<file path="src/rtl/cnl_pkg.sv">
// ----------------------------------------------------------------------------
// cnl_pkg
// Codes, character constants and character-class helpers for the numeric
// literal lexer.
// ----------------------------------------------------------------------------
package cnl_pkg;

  localparam int CHAR_W   = 8;
  localparam int WV_W     = 2;
  localparam int ACTION_W = 3;
  localparam int RADIX_W  = 5;
  localparam int PHASE_W  = 3;
  localparam int RSEL_W   = 2;
  localparam int TAKEN_W  = 2;

  // input tdata: cur_char, next_char, next2_char, window_valid, zero fill
  localparam int S_DATA_W = 32;
  // output tdata: action, radix
  localparam int M_DATA_W = 8;

  // result actions
  localparam logic [ACTION_W-1:0] ACT_TAKEN         = 3'd0;
  localparam logic [ACTION_W-1:0] ACT_DONE          = 3'd1;
  localparam logic [ACTION_W-1:0] ACT_ENDED         = 3'd2;
  localparam logic [ACTION_W-1:0] ACT_NONE          = 3'd3;
  localparam logic [ACTION_W-1:0] ACT_BAD_OCT       = 3'd4;
  localparam logic [ACTION_W-1:0] ACT_TWO_POINTS    = 3'd5;
  localparam logic [ACTION_W-1:0] ACT_NO_EXP_DIGITS = 3'd6;

  // scan phases
  localparam logic [PHASE_W-1:0] PH_MANT  = 3'd0;
  localparam logic [PHASE_W-1:0] PH_POINT = 3'd1;
  localparam logic [PHASE_W-1:0] PH_FRACT = 3'd2;
  localparam logic [PHASE_W-1:0] PH_E     = 3'd3;
  localparam logic [PHASE_W-1:0] PH_ESIGN = 3'd4;
  localparam logic [PHASE_W-1:0] PH_EXP   = 3'd5;

  // radix selects
  localparam logic [RSEL_W-1:0] RSEL_DEC = 2'd0;
  localparam logic [RSEL_W-1:0] RSEL_OCT = 2'd1;
  localparam logic [RSEL_W-1:0] RSEL_HEX = 2'd2;

  localparam logic [RADIX_W-1:0] RADIX_8  = 5'd8;
  localparam logic [RADIX_W-1:0] RADIX_10 = 5'd10;
  localparam logic [RADIX_W-1:0] RADIX_16 = 5'd16;

  // characters
  localparam logic [CHAR_W-1:0] CH_0     = 8'h30;
  localparam logic [CHAR_W-1:0] CH_7     = 8'h37;
  localparam logic [CHAR_W-1:0] CH_9     = 8'h39;
  localparam logic [CHAR_W-1:0] CH_LA    = 8'h61;
  localparam logic [CHAR_W-1:0] CH_LF    = 8'h66;
  localparam logic [CHAR_W-1:0] CH_UA    = 8'h41;
  localparam logic [CHAR_W-1:0] CH_UF    = 8'h46;
  localparam logic [CHAR_W-1:0] CH_LE    = 8'h65;
  localparam logic [CHAR_W-1:0] CH_UE    = 8'h45;
  localparam logic [CHAR_W-1:0] CH_LX    = 8'h78;
  localparam logic [CHAR_W-1:0] CH_UX    = 8'h58;
  localparam logic [CHAR_W-1:0] CH_MINUS = 8'h2D;
  localparam logic [CHAR_W-1:0] CH_PLUS  = 8'h2B;
  localparam logic [CHAR_W-1:0] CH_DOT   = 8'h2E;
  localparam logic [CHAR_W-1:0] CH_COMMA = 8'h2C;

  function automatic logic is_oct(input logic [CHAR_W-1:0] c);
    return (c >= CH_0) && (c <= CH_7);
  endfunction

  function automatic logic is_dec(input logic [CHAR_W-1:0] c);
    return (c >= CH_0) && (c <= CH_9);
  endfunction

  function automatic logic is_hex(input logic [CHAR_W-1:0] c);
    return is_dec(c) || ((c >= CH_LA) && (c <= CH_LF)) || ((c >= CH_UA) && (c <= CH_UF));
  endfunction

  function automatic logic in_radix(input logic [CHAR_W-1:0] c,
                                    input logic [RSEL_W-1:0] rs);
    logic r;
    case (rs)
      RSEL_OCT: r = is_oct(c);
      RSEL_HEX: r = is_hex(c);
      default:  r = is_dec(c);
    endcase
    return r;
  endfunction

  function automatic logic [RADIX_W-1:0] radix_value(input logic [RSEL_W-1:0] rs);
    logic [RADIX_W-1:0] r;
    case (rs)
      RSEL_OCT: r = RADIX_8;
      RSEL_HEX: r = RADIX_16;
      default:  r = RADIX_10;
    endcase
    return r;
  endfunction

endpackage

</file>
<file path="src/rtl/c_number_literal_lexer.sv">
// ----------------------------------------------------------------------------
// c_number_literal_lexer
// Character-at-a-time scanner for C-style numeric literals.
// ----------------------------------------------------------------------------
// Items pass through the input register, then the result register; the scan
// state updates as an item moves between them. One item per cycle while the
// output is not stalled (m_tvalid high with m_tready low holds the pipeline).
// Reset (rst, synchronous): both stages empty, scanner idle, decimal radix,
// decimal point is '.'.
module c_number_literal_lexer (
  input  logic                            clk,
  input  logic                            rst,
  input  logic                            cfg_wen,
  input  logic                            cfg_wdata,
  input  logic                            s_tvalid,
  output logic                            s_tready,
  // [7:0] cur_char, [15:8] next_char, [23:16] next2_char, [25:24] window_valid
  input  logic [cnl_pkg::S_DATA_W-1:0]    s_tdata,
  output logic                            m_tvalid,
  input  logic                            m_tready,
  // [2:0] action, [7:3] radix
  output logic [cnl_pkg::M_DATA_W-1:0]    m_tdata
);
  import cnl_pkg::*;

  logic                 point_is_comma;
  logic                 in_valid;
  logic [CHAR_W-1:0]    in_cur, in_n1, in_n2;
  logic [WV_W-1:0]      in_wv;
  logic                 advance;

  logic                 scanning, scanning_next;
  logic [PHASE_W-1:0]   scan_phase, scan_phase_next;
  logic [RSEL_W-1:0]    radix_sel, radix_sel_next;
  logic [TAKEN_W-1:0]   taken_count, taken_count_next;

  logic [ACTION_W-1:0]  act;
  logic [RADIX_W-1:0]   rad;

  logic [CHAR_W-1:0]    dp;
  logic                 start_ok, bad_oct, is_e, is_x, is_sign, fin;
  logic [RSEL_W-1:0]    start_rs, rs;
  logic [PHASE_W-1:0]   ph, nph;
  logic [TAKEN_W-1:0]   tc;

  assign advance  = in_valid && (!m_tvalid || m_tready);
  assign s_tready = !in_valid || advance;

  always_ff @(posedge clk) begin
    if (rst) begin
      point_is_comma <= 1'b0;
    end else if (cfg_wen) begin
      point_is_comma <= cfg_wdata;
    end
  end

  // input register
  always_ff @(posedge clk) begin
    if (rst) begin
      in_valid <= 1'b0;
    end else if (s_tready) begin
      in_valid <= s_tvalid;
    end
  end

  always_ff @(posedge clk) begin
    if (s_tvalid && s_tready) begin
      in_cur <= s_tdata[CHAR_W-1:0];
      in_n1  <= s_tdata[2*CHAR_W-1:CHAR_W];
      in_n2  <= s_tdata[3*CHAR_W-1:2*CHAR_W];
      in_wv  <= s_tdata[3*CHAR_W+WV_W-1:3*CHAR_W];
    end
  end

  // start-of-literal decode
  always_comb begin
    dp       = point_is_comma ? CH_COMMA : CH_DOT;
    start_ok = (in_wv != 2'd0) &&
               (is_dec(in_cur) || ((in_cur == dp) && (in_wv >= 2'd2) && is_dec(in_n1)));
    start_rs = RSEL_DEC;
    bad_oct  = 1'b0;
    if ((in_cur == CH_0) && (in_wv >= 2'd2)) begin
      if ((in_n1 == CH_LX) || (in_n1 == CH_UX)) begin
        if ((in_wv == 2'd3) && is_hex(in_n2)) start_rs = RSEL_HEX;
      end else if (is_oct(in_n1)) begin
        start_rs = RSEL_OCT;
      end else if (is_dec(in_n1)) begin
        bad_oct = 1'b1;
      end
    end
  end

  // phase machine
  always_comb begin
    is_e    = (in_cur == CH_LE) || (in_cur == CH_UE);
    is_x    = (in_cur == CH_LX) || (in_cur == CH_UX);
    is_sign = (in_cur == CH_MINUS) || (in_cur == CH_PLUS);
    rs      = scanning ? radix_sel : RSEL_DEC;
    ph      = scanning ? scan_phase : PH_MANT;
    tc      = scanning ? taken_count : 2'd0;
    nph     = ph;
    act     = ACT_TAKEN;
    fin     = 1'b0;
    if (!scanning && !start_ok) begin
      act = ACT_NONE;
      fin = 1'b1;
    end else if (!scanning && bad_oct) begin
      act = ACT_BAD_OCT;
      fin = 1'b1;
    end else begin
      if (!scanning) rs = start_rs;
      if (in_wv == 2'd0) begin
        act = ACT_ENDED;
        fin = 1'b1;
      end else if (in_radix(in_cur, rs)) begin
        if (ph == PH_POINT) nph = PH_FRACT;
        else if ((ph == PH_E) || (ph == PH_ESIGN)) nph = PH_EXP;
      end else if (in_cur == dp) begin
        fin = (ph != PH_MANT);
        if (ph == PH_MANT) nph = PH_POINT;
        else if ((ph == PH_POINT) || (ph == PH_FRACT)) act = ACT_TWO_POINTS;
        else if ((ph == PH_E) || (ph == PH_ESIGN)) act = ACT_NO_EXP_DIGITS;
        else act = ACT_ENDED;
      end else if (is_e) begin
        if ((rs == RSEL_OCT) || (rs == RSEL_HEX)) begin
          act = ACT_ENDED;
          fin = 1'b1;
        end else if ((ph == PH_MANT) || (ph == PH_POINT) || (ph == PH_FRACT)) begin
          nph = PH_E;
        end else if ((ph == PH_E) || (ph == PH_ESIGN)) begin
          act = ACT_NO_EXP_DIGITS;
          fin = 1'b1;
        end else begin
          act = ACT_ENDED;
          fin = 1'b1;
        end
      end else if (is_x) begin
        // x only right after the leading 0 of a hex literal
        if (ph == PH_MANT) begin
          if ((rs != RSEL_HEX) || (tc > 2'd1)) begin
            act = ACT_ENDED;
            fin = 1'b1;
          end
        end else if ((ph == PH_E) || (ph == PH_ESIGN)) begin
          act = ACT_NO_EXP_DIGITS;
          fin = 1'b1;
        end else begin
          act = ACT_ENDED;
          fin = 1'b1;
        end
      end else if (is_sign) begin
        if (ph == PH_E) begin
          nph = PH_ESIGN;
        end else if (ph == PH_ESIGN) begin
          act = ACT_NO_EXP_DIGITS;
          fin = 1'b1;
        end else begin
          act = ACT_ENDED;
          fin = 1'b1;
        end
      end else begin
        act = ((ph == PH_E) || (ph == PH_ESIGN)) ? ACT_NO_EXP_DIGITS : ACT_ENDED;
        fin = 1'b1;
      end

      if (!fin) begin
        if (tc < 2'd2) tc = tc + 2'd1;
        if (in_wv == 2'd1) begin
          fin = 1'b1;
          act = ((nph == PH_E) || (nph == PH_ESIGN)) ? ACT_NO_EXP_DIGITS : ACT_DONE;
        end
      end
    end
    rad = radix_value(rs);

    if (fin) begin
      scanning_next    = 1'b0;
      scan_phase_next  = PH_MANT;
      radix_sel_next   = RSEL_DEC;
      taken_count_next = 2'd0;
    end else begin
      scanning_next    = 1'b1;
      scan_phase_next  = nph;
      radix_sel_next   = rs;
      taken_count_next = tc;
    end
  end

  always_ff @(posedge clk) begin
    if (rst) begin
      scanning    <= 1'b0;
      scan_phase  <= PH_MANT;
      radix_sel   <= RSEL_DEC;
      taken_count <= 2'd0;
    end else if (advance) begin
      scanning    <= scanning_next;
      scan_phase  <= scan_phase_next;
      radix_sel   <= radix_sel_next;
      taken_count <= taken_count_next;
    end
  end

  // result register
  always_ff @(posedge clk) begin
    if (rst) begin
      m_tvalid <= 1'b0;
    end else if (advance) begin
      m_tvalid <= 1'b1;
    end else if (m_tready) begin
      m_tvalid <= 1'b0;
    end
  end

  always_ff @(posedge clk) begin
    if (advance) begin
      m_tdata <= {rad, act};
    end
  end

endmodule
</file>
<file path="config.mk">
export PLATFORM = sky130hd
export DESIGN_NAME = c_number_literal_lexer
export DESIGN_NICKNAME = d
export VERILOG_FILES = /design/src/rtl/cnl_pkg.sv /design/src/rtl/c_number_literal_lexer.sv
export SDC_FILE = /design/constraint.sdc
export NUM_CORES = 1
export LEC_CHECK = 0
export BUFFER_PORTS_ARGS = -buffer_cell sky130_fd_sc_hd__buf_4
export CORE_MARGIN = 2
export CORE_UTILIZATION = 54
export DETAILED_ROUTE_END_ITERATION = 12
export PLACE_DENSITY = 0.79
export SLEW_MARGIN = 15
export SYNTH_ARGS = -nofsm -noshare
export SYNTH_HDL_FRONTEND = slang
export SYNTH_SLANG_ARGS = --single-unit
</file>
<file path="constraint.sdc">
create_clock -name clk -period 4.2 [get_ports clk]
set_input_delay 1.26 -clock clk [delete_from_list [all_inputs] [get_ports clk]]
set_output_delay 1.26 -clock clk [all_outputs]
set_load 0.01 [all_outputs]
</file>
Word-level counts from Yosys, hierarchy flattened
Index checks and enable logic that the tools add are counted.
Word-level totals
  input bits: 38
  flip-flop bits (word level): 45
  output and inout port bits: 10
Operators by class
  muxes and demuxes: 84
  order comparisons: 19
  reduce and logical (&&, ||, !) cells: 45
  eq/ne operators: 23
  $add $sub $neg: 1
Operator list (number)
  two-way mux 3 bit: 36
  == test 8 x 7 -> 1 bit, second input constant: 6
  <= comparator 8 x 6 -> 1 bit, second input constant: 5
  two-way mux 2 bit: 18
  greater-or-equal comparator 8 x 7 -> 1 bit, second input constant: 4
  <= comparator 8 x 7 -> 1 bit, second input constant: 4
  two-way mux 1 bit: 28
  == test 8 x 6 -> 1 bit, second input constant: 3
  greater-or-equal comparator 8 x 6 -> 1 bit, second input constant: 3
  logical AND 1 bit: 18
  logical OR 1 bit: 18
  case mux 5 bit (2 select lines): 1
  == test 3 x 2 -> 1 bit, second input constant: 3
  == test 8 x 6 -> 1 bit: 1
  == test 2 x 1 -> 1 bit, second input constant: 3
  == test 2 bit, second input constant: 3
  == test 3 bit, second input constant: 2
  zero test 1 bit: 4
  nonzero test 2 bit: 2
  == test 3 x 1 -> 1 bit, second input constant: 1
  zero test 3 bit: 1
  nonzero test 3 bit: 1
  adder 2 x 1 -> 2 bit, second input constant: 1
  greater-or-equal comparator 2 bit, second input constant: 1
  5 further kinds: 5

Logic depth before layout (Yosys ltp)
Gate-level depths: netlist of run 1.
  word-level depth: 26
  mapped depth: 14
  gate-level depth less buffers: 14

Worst setup path before layout of run 1
Ideal clock, no wire load.
  kind: reg-to-reg
  start point: reg in_cur[1]
  end point: reg m_tdata[1] (netlist name), data pin
  arrival time: 3.408 ns
  setup time: 0.291 ns
  path slack: 0.500 ns
  stages on the path, launching flop included: 12
  data required time: 3.909 ns
  path buffers: 1
  cell sequence: edfxtp_1 -> clkbuf_2 -> nor3_1 -> nand4_1 -> o41ai_1 -> ha_1 -> o311ai_0 -> and2_4 -> a21oi_1 -> a311o_1 -> mux2i_1 -> o221ai_1
On the way
  word-level cells in the longest chain between the ends: 21
  elaborated cells on any way between the ends: 82
  classes of those cells: order compare (7); eq/ne (13); mux (42); reduce/logical (20)
Ends and longest elaborated chain
  start: declaration: RTL line c_number_literal_lexer.sv:28  | logic [CHAR_W-1:0] in_cur, in_n1, in_n2;
  start signal: assignment: RTL line c_number_literal_lexer.sv:68  | in_cur <= s_tdata[CHAR_W-1:0];
  == test 8 x 6 -> 1 bit: RTL line c_number_literal_lexer.sv:82  | if ((in_cur == CH_0) && (in_wv >= 2'd2)) begin
  logical AND 1 bit: RTL line c_number_literal_lexer.sv:82
  two-way mux 2 bit: RTL line c_number_literal_lexer.sv:82
  two-way mux 2 bit: RTL line c_number_literal_lexer.sv:111  | if (!scanning) rs = start_rs;
  two-way mux 2 bit: RTL line c_number_literal_lexer.sv:107  | end else if (!scanning && bad_oct) begin
  two-way mux 2 bit: RTL line c_number_literal_lexer.sv:104  | if (!scanning && !start_ok) begin
  == test 2 bit or == test 2 x 1 -> 1 bit (tied branches): RTL line cnl_pkg.sv:79, c_number_literal_lexer.sv:125
  case mux 1 bit (2 select lines) or logical OR 1 bit (tied branches): RTL line cnl_pkg.sv:79, c_number_literal_lexer.sv:125
  [... 5 more ...]
  two-way mux 3 bit: RTL line c_number_literal_lexer.sv:107
  two-way mux 3 bit: RTL line c_number_literal_lexer.sv:104
  == test 3 x 2 -> 1 bit or == test 3 bit (tied branches): RTL line c_number_literal_lexer.sv:170  | act = ((nph == PH_E) || (nph == PH_ESIGN)) ? ACT_NO_EXP_DIGITS : ACT_DONE;
  logical OR 1 bit: RTL line c_number_literal_lexer.sv:170
  two-way mux 3 bit: RTL line c_number_literal_lexer.sv:170
  two-way mux 3 bit: RTL line c_number_literal_lexer.sv:168  | if (in_wv == 2'd1) begin
  two-way mux 3 bit: RTL line c_number_literal_lexer.sv:166  | if (!fin) begin
  two-way mux 3 bit: RTL line c_number_literal_lexer.sv:107
  end signal: assignment: RTL line c_number_literal_lexer.sv:216  | m_tdata <= {rad, act};
  end: declaration: RTL line c_number_literal_lexer.sv:22  | output logic [cnl_pkg::M_DATA_W-1:0] m_tdata
Parallel ways exist; a longest one is shown, timed or not. The select of a mux whose other input is x is not followed.
A chain may end at the register's enable or synchronous reset.

Final worst setup path of run 1
  start point: reg in_cur[0]
  end point: reg m_tdata[1] (netlist name), data pin
The elaborated chain is that of the path after synthesis.

==> reports/summary.txt, run 1 <==
Status - completed
Final-report hold violation count - 0
Core ar. - 3970 um^2
Pin count of the biggest net entering global routing - 27
Slew margin rel. - 28.2%
Worst r2r src - in_cur[0]
DRC - 0
Largest family of logic cells by synthesized area - simple AND/OR/NAND/NOR gates
Startpoint of the worst hold path - in_valid
Buffer depth of the longest clock path - 2
Clk root buf - clkbuf_8
Vias - 1693
Placer's final routability congestion estimate - 0.895
Unrepaired setup endpoints after global routing - no
First DRT Iteration DRCs - 205
CP arrival - 3.81 ns
R2r endpoint - m_tdata[1]
Worst-path maximum fanout - 6
Kind of critical path - reg2reg
Initial Util - 55.7%
Final nets - 287
Mux contribution to synthesized area - 0.905%
Power Dens Cells - 318 nW/um^2
Final Max Tran Viols - 0
Number of max-cap violations - 0
Post-Syn Area - 2210 um^2
Hold buffers post-CTS - 0
Ys flop type - edfxtp_1
H-tree Lvls - 2
Final setup viols - 0
GR Util All Layers - 20.5%
Worst hold endpoint - m_tvalid
Die height - 68.0 um
DR pass1 iterations - 5
Post-synth ARST share - 0%
Share of the synthesized area in the top cell type - 43.4%
Skew final - 0.00884 ns
I/O Buffers - 39
Maximum clock frequency - 263 MHz
Flop2flop setup slack - 0.40 ns
DPL Wire Length - 3.08 mm
Global-route wire length before repair - 6.92 mm
Fin Hold WS - 0.519 ns
Post-Synth Simple-Gate Area - 20.0%
Row cnt - 23
CP required - 4.21 ns
R2R cell count - 14
Overall die width - 68.0 um
Sequential element share of the synthesized area - 53.4%
GRT overflow - 0
Actual slew at the worst max-slew pin - 1.08 ns
Mapped Cells - 202
Worst Hold Depth - 2
Diode count - 0
Synth Area in XOR/XNOR - 1.19%
Antenna violations before repair - 0
Antenna-violating nets left - 0
Vias in the first global route - 1549
Yosys warning total - 0
Post-synth top area cell - edfxtp_1
Synthesized area per cell - 11.0 um^2
Drt total wl - 4.14 mm
Setup crit start kind - flip-flop
I/O pins - 48
Setup crit end kind - flip-flop
Final worst path period need - 3.80 ns
Final critical-path share of the clock period - 90.5%
CTS tree - built
Distinct cells, synth - 63
Worst min path class - reg2reg
VDD IR max - 225 uV
Reg clk slew, reported paths - 0.08 ns
Synthesis-stage register bit count - 43
Fin Setup TNS - 0 ns
CTS buffer count - 5
Die area - 4620 um^2
Largest cells by area after synthesis - edfxtp_1 (43%), dfxtp_1 (10%), nand2_1 (3.1%)
Clock latency on the worst-skew pair - 0.29 ns
Syn-to-layout area delta - 21.2%
Compound-Gate Fraction of Synth Area - 17.1%
Synthesized-area fraction occupied by adder cells - 3.28%
Leakage - 0.985 nW
Postcts setup bufs - 0
Clock sink count - 43
Post-synth EDFFs - 32
WL/cell - 14.1 um
Share of layout cells above drive strength 1 - 25.0%
Post-DR vias/cell - 5.76
## synthesized netlist by cell type, types with 3 or more instances
cell / count
ha_1: 5
dfxtp_1: 11
or3_1: 4
nand2_1: 18
nor2b_1: 4
o21ai_0: 5
a22oi_1: 6
o21ai_1: 3
xnor2_1: 3
nand2b_1: 3
inv_1: 11
edfxtp_1: 32
and2_1: 3
nor4_1: 3
a21o_1: 3
nand3_1: 4
clkbuf_1: 6
a21oi_1: 7
nand4_1: 3
nor2_1: 17
## repair_timing
action,in CTS,in global routing
resized for setup,0,2
endpoints found under the setup margin,0,3
hold endpoints to repair,0,0
## how the worst max path moves through the flow
| stage | start | end | slack, ns | depth (start not counted) |
|---|---|---|---|---|
| 3_3_place_gp | in_cur[4] | m_tdata[1] | 0.39 | 12 |
| 3_5_place_dp | in_cur[4] | m_tdata[1] | 0.30 | 12 |
| 6_report | in_cur[0] | m_tdata[1] | 0.40 | 14 |
| 4_1_cts | in_cur[4] | m_tdata[1] | 0.27 | 14 |
| 5_1_grt | in_cur[2] | m_tdata[1] | 0.04 | 14 |
| 2_1_floorplan | in_cur[1] | m_tdata[1] | 0.50 | 11 |
## state kept, by name, summed over array words and instances, names as in the netlist
register	cells
in_wv	2
point_is_comma	1
in_n1	8
scan_phase	3
m_tdata	6
m_tvalid	1
taken_count	2
radix_sel	2
in_cur	8
in_n2	8
in_valid	1
scanning	1
## through the flow
step,instances,power [mW],area [um^2],setup WS (ns),util [%]
detailed placement,287,0.557,2560,0.295,64.5
floorplan,203,0.524,2220,0.500,-
finish,294,0.851,2680,0.399,67.5
CTS,294,0.858,2670,0.272,67.1
global route,294,0.882,2680,0.0369,67.5
global placement,287,0.554,2560,0.387,64.5
## per-layer routing
metal	up-vias	share of wire [%]	global-route usage, %
met3	7	5.0	5.10
met5	-	0	0
li1	842	-	-
met4	0	2.0	8.50
met1	794	44	25.0
met2	50	49	34.7
## kinds of logic after synthesis
| kind of cell | count (synthesis) |
|---|---|
| AND/OR/NAND/NOR | 78 |
| AO/OA/AOI/OAI | 48 |
| flip-flops | 43 |
| buffers and inverters | 21 |
| adder cells (fa/ha/maj) | 6 |
| XOR/XNOR | 3 |
| multiplexers | 2 |
| other | 1 |
## area by class of cell
type	count	area (um^2)
well taps	50	62.6
flip-flops and latches	43	1180
fillers	306	1290
clock buffers	6	72.6
multi-input cells	139	962
repair buffers	44	330
inverters	11	41.3
clock inverters	1	30.0
## layout by cell type, fill, tap and decap left out, types with 3 or more instances in the layout
cell type / synthesis / layout
ha_1: 5 / 5
o21ai_0: 5 / 5
dfxtp_1: 11 / 11
buf_4: 2 / 44
edfxtp_1: 32 / 32
nand2_1: 18 / 18
nor2b_1: 4 / 4
and2_1: 3 / 3
a21o_1: 3 / 3
nor2_1: 17 / 17
or3_1: 4 / 4
clkbuf_8: 0 / 5
o21ai_1: 3 / 3
a21oi_1: 7 / 7
xnor2_1: 3 / 3
a22oi_1: 6 / 6
nand4_1: 3 / 3
nand3_1: 4 / 4
nor4_1: 3 / 3
nand2b_1: 3 / 3
inv_1: 11 / 11
## report_power, final
part           switching, mW  internal, mW
clock                  0.128         0.174
sequential            0.0127         0.476
combinational         0.0270        0.0327
total                  0.168         0.683
## critical path, stage by stage, from the launching register on
cell and delay [ns]:
edfxtp_1 0.45, nor3_1 0.37, nand4_1 0.19, o41ai_1 0.40
buf_4 0.18, inv_1 0.04, ha_1 0.18, nor2b_1 0.12
o311ai_0 0.29, buf_4 0.20, nand2_2 0.07, nor4_1 0.30
a311o_1 0.20, mux2i_1 0.35, o221ai_1 0.17
Power figures use the tool's default switching activity.
==> inputs of run 2 (changes only) <==
Settings changed: CORE_UTILIZATION 54 to 45, PLACE_DENSITY 0.79 to 0.68.
==> reports/summary.txt, run 2 (synthesis results as in run 1) <==
Pin count of the biggest net entering global routing - 27 (unchanged)
Sw power - 178 uW (+6.0%)
Flop2flop setup slack - 0.37 ns (-0.03 ns)
Non-filler cells, final - 313 (+6.5%)
Seq pwr share - 60.8% (+3.4 points)
Post-DR vias/cell - 5.36 (-6.9%)
Number of max-cap violations - 0 (unchanged)
DR WL met3 - 188 um (-8.7%)
Actual slew at the worst max-slew pin - 0.883 ns (-0.194 ns)
Final worst path period need - 3.83 ns (+0.0288 ns)
Share of layout cells above drive strength 1 - 26.0% (+1.0 points)
Buffer depth of the longest clock path - 2 (unchanged)
Commonest non-fill, non-tap cell in the layout - buf_4
Fin Hold WS - 0.512 ns (-0.00640 ns)
WL/cell - 13.2 um (-6.0%)
DR top layer - met4
Biggest regs - in_cur: 8 flops, in_n1: 8 flops, in_n2: 8 flops
Critical Path Stages - 12 (-2)
Skew final - 0.00845 ns (-0.000387 ns)
Worst-path maximum fanout - 7 (+1)
Reg clk slew, reported paths - 0.08 ns (about the same)
M1 wire length - 1.99 mm (+10%)
Die area - 5490 um^2 (+19%)
Worst min path class - reg2reg
I/O Buffers - 39 (unchanged)
Antenna-violating nets left - 0 (unchanged)
Fin Setup TNS - 0 ns (unchanged)
Syn-to-layout area delta - 21.9%
Final Max Tran Viols - 0 (unchanged)
DPL Wire Length - 3.02 mm (-1.8%)
Hold buffers post-CTS - 0 (unchanged)
CP endpoint - m_tdata[1]
Final nets - 288 (+0.35%)
Clock latency on the worst-skew pair - 0.29 ns (about the same)
Crit-path max cell delay - 0.52 ns (+0.07 ns)
I/O pins - 48 (unchanged)
Initial Util - 46.8% (-8.9 points)
First DRT Iteration DRCs - 110 (-46%)
Pre-CTS setup slack - 0.297 ns (+0.00179 ns)
Placer's final routability congestion estimate - 0.794 (-11%)
Setup crit start kind - flip-flop
Drt total wl - 4.14 mm (about the same)
GR Util All Layers - 16.4% (-4.1 points)
Kind of critical path - reg2reg
Setup crit end kind - flip-flop
Critical Path Slowest Stage Cell - or4_4
Die height - 74.1 um (+9.0%)
DRC - 0 (unchanged)
Maximum clock frequency - 261 MHz (-0.75%)
GRT overflow - 0 (unchanged)
CP required - 4.21 ns (about the same)
Sw Ratio - 22.2% (+2.4 points)
Combinational share of power - 7.5% (+0.5 points)
Final-report hold violation count - 0 (unchanged)
Clock network power share - 31.6% (-4.0 points)
R2r endpoint - m_tdata[1]
Min setup slack post-route - 0.371 ns (-0.0288 ns)
Row cnt - 25 (+8.7%)
Dpl cells - 305 (+6.3%)
Final setup viols - 0 (unchanged)
Core ar. - 4720 um^2 (+19%)
Slew margin rel. - 40.7% (+12 points)
H-tree Lvls - 2 (unchanged)
Diode count - 0 (unchanged)
Power Dens Cells - 298 nW/um^2 (-6.2%)
CTS buffer count - 5 (unchanged)
Overall die width - 74.1 um (+9.0%)
R2R cell count - 12 (-2)
Unrepaired setup endpoints after global routing - no
Worst r2r src - in_cur[1]
Pwr Total - 803 uW (-5.6%)
Vias - 1678 (-0.89%)
CP arrival - 3.84 ns (+0.03 ns)
Post-Route Utilization - 57.1% (-10 points)
Wire length on met2 - 1.88 mm (-8.0%)
Status - completed
Final critical-path share of the clock period - 91.2% (+0.69 points)
Global-route wire length before repair - 6.80 mm (-1.7%)
Placement-stage cell area - 2590 um^2 (+1.1%)
Vias in the first global route - 1478 (-4.6%)
Critical path's top delay family - simple AND/OR/NAND/NOR gates
DR pass1 iterations - 5 (unchanged)
Clk root buf - clkbuf_8
Cell Chain, Critical Path - nor3_2 > nand4_1 > buf_4 > o31a_1 > ha_1 > nand2b_1 > or4_4 > and2_4 > a32o_1 > nor2b_1 > mux2i_1 > o221ai_1
Most frequent cells in the layout - buf_4 (45), edfxtp_1 (32), nand2_1 (18), nor2_1 (17)
VDD IR max - 220 uV (-2.3%)
CTS tree - built
Postcts setup bufs - 0 (unchanged)
Post-CTS Resized - 0 (unchanged)
WP buf/inv - 1 (-2)
Clock sink count - 43 (unchanged)
Final Instance Area - 2700 um^2 (+0.65%)
Internal power - 625 uW (-8.5%)
CP Launch Point - in_cur[1]
Antenna violations before repair - 0 (unchanged)
Leakage - 0.985 nW (about the same)
==> run 2: cell count changes in the layout (fill, tap and decap cells not counted), sizes merged <==
cell	delta
inv	+1
buf	+1
bufinv	-1
clkbuf	-1
clkinv	+2
==> run 2: worst min-delay path by stage <==
stage | depth (start not counted) | startpoint | endpoint
after floorplan | 2 | taken_count[1] | taken_count[1]
after global placement | 2 | taken_count[0] | taken_count[0]
after detailed placement | 2 | taken_count[0] | taken_count[0]
after CTS | 2 | taken_count[0] | taken_count[0]
after global routing | 2 | radix_sel[1] | radix_sel[1]
final | 2 | in_valid | m_tvalid
==> run 2: cell type report <==
cell class / instances / area, um^2
Fill cell: 412 / 2030
Clock inverter: 3 / 17.5
Timing Repair Buffer: 45 / 338
Tap cell: 67 / 83.8
Inverter: 11 / 41.3
Multi-Input combinational cell: 139 / 967
Sequential cell: 43 / 1180
Clock buffer: 5 / 68.8
==> run 2: worst min-delay path, stage by stage, from the launching register on <==
cell and delay (ns):
dfxtp_1 0.33, nor2_1 0.10, nor2_1 0.04
==> run 2: power by group through the flow <==
| stage | Combinational, mW | Sequential [mW] | Clock [mW] |
|---|---|---|---|
| 2_1_floorplan | 0.0306 | 0.494 | 0 |
| 6_report | 0.0606 | 0.488 | 0.254 |
| 4_1_cts | 0.0605 | 0.488 | 0.263 |
| 3_3_place_gp | 0.0593 | 0.497 | 0 |
| 3_5_place_dp | 0.0603 | 0.497 | 0 |
| 5_1_grt | 0.0672 | 0.491 | 0.281 |
==> run 2: metal layers <==
| metal | up-vias | GRT usage (%) |
|---|---|---|
| met5 | - | 0 |
| met4 | 0 | 7.47 |
| met3 | 8 | 4.20 |
| met2 | 53 | 24.0 |
| met1 | 772 | 22.9 |
| li1 | 845 | - |
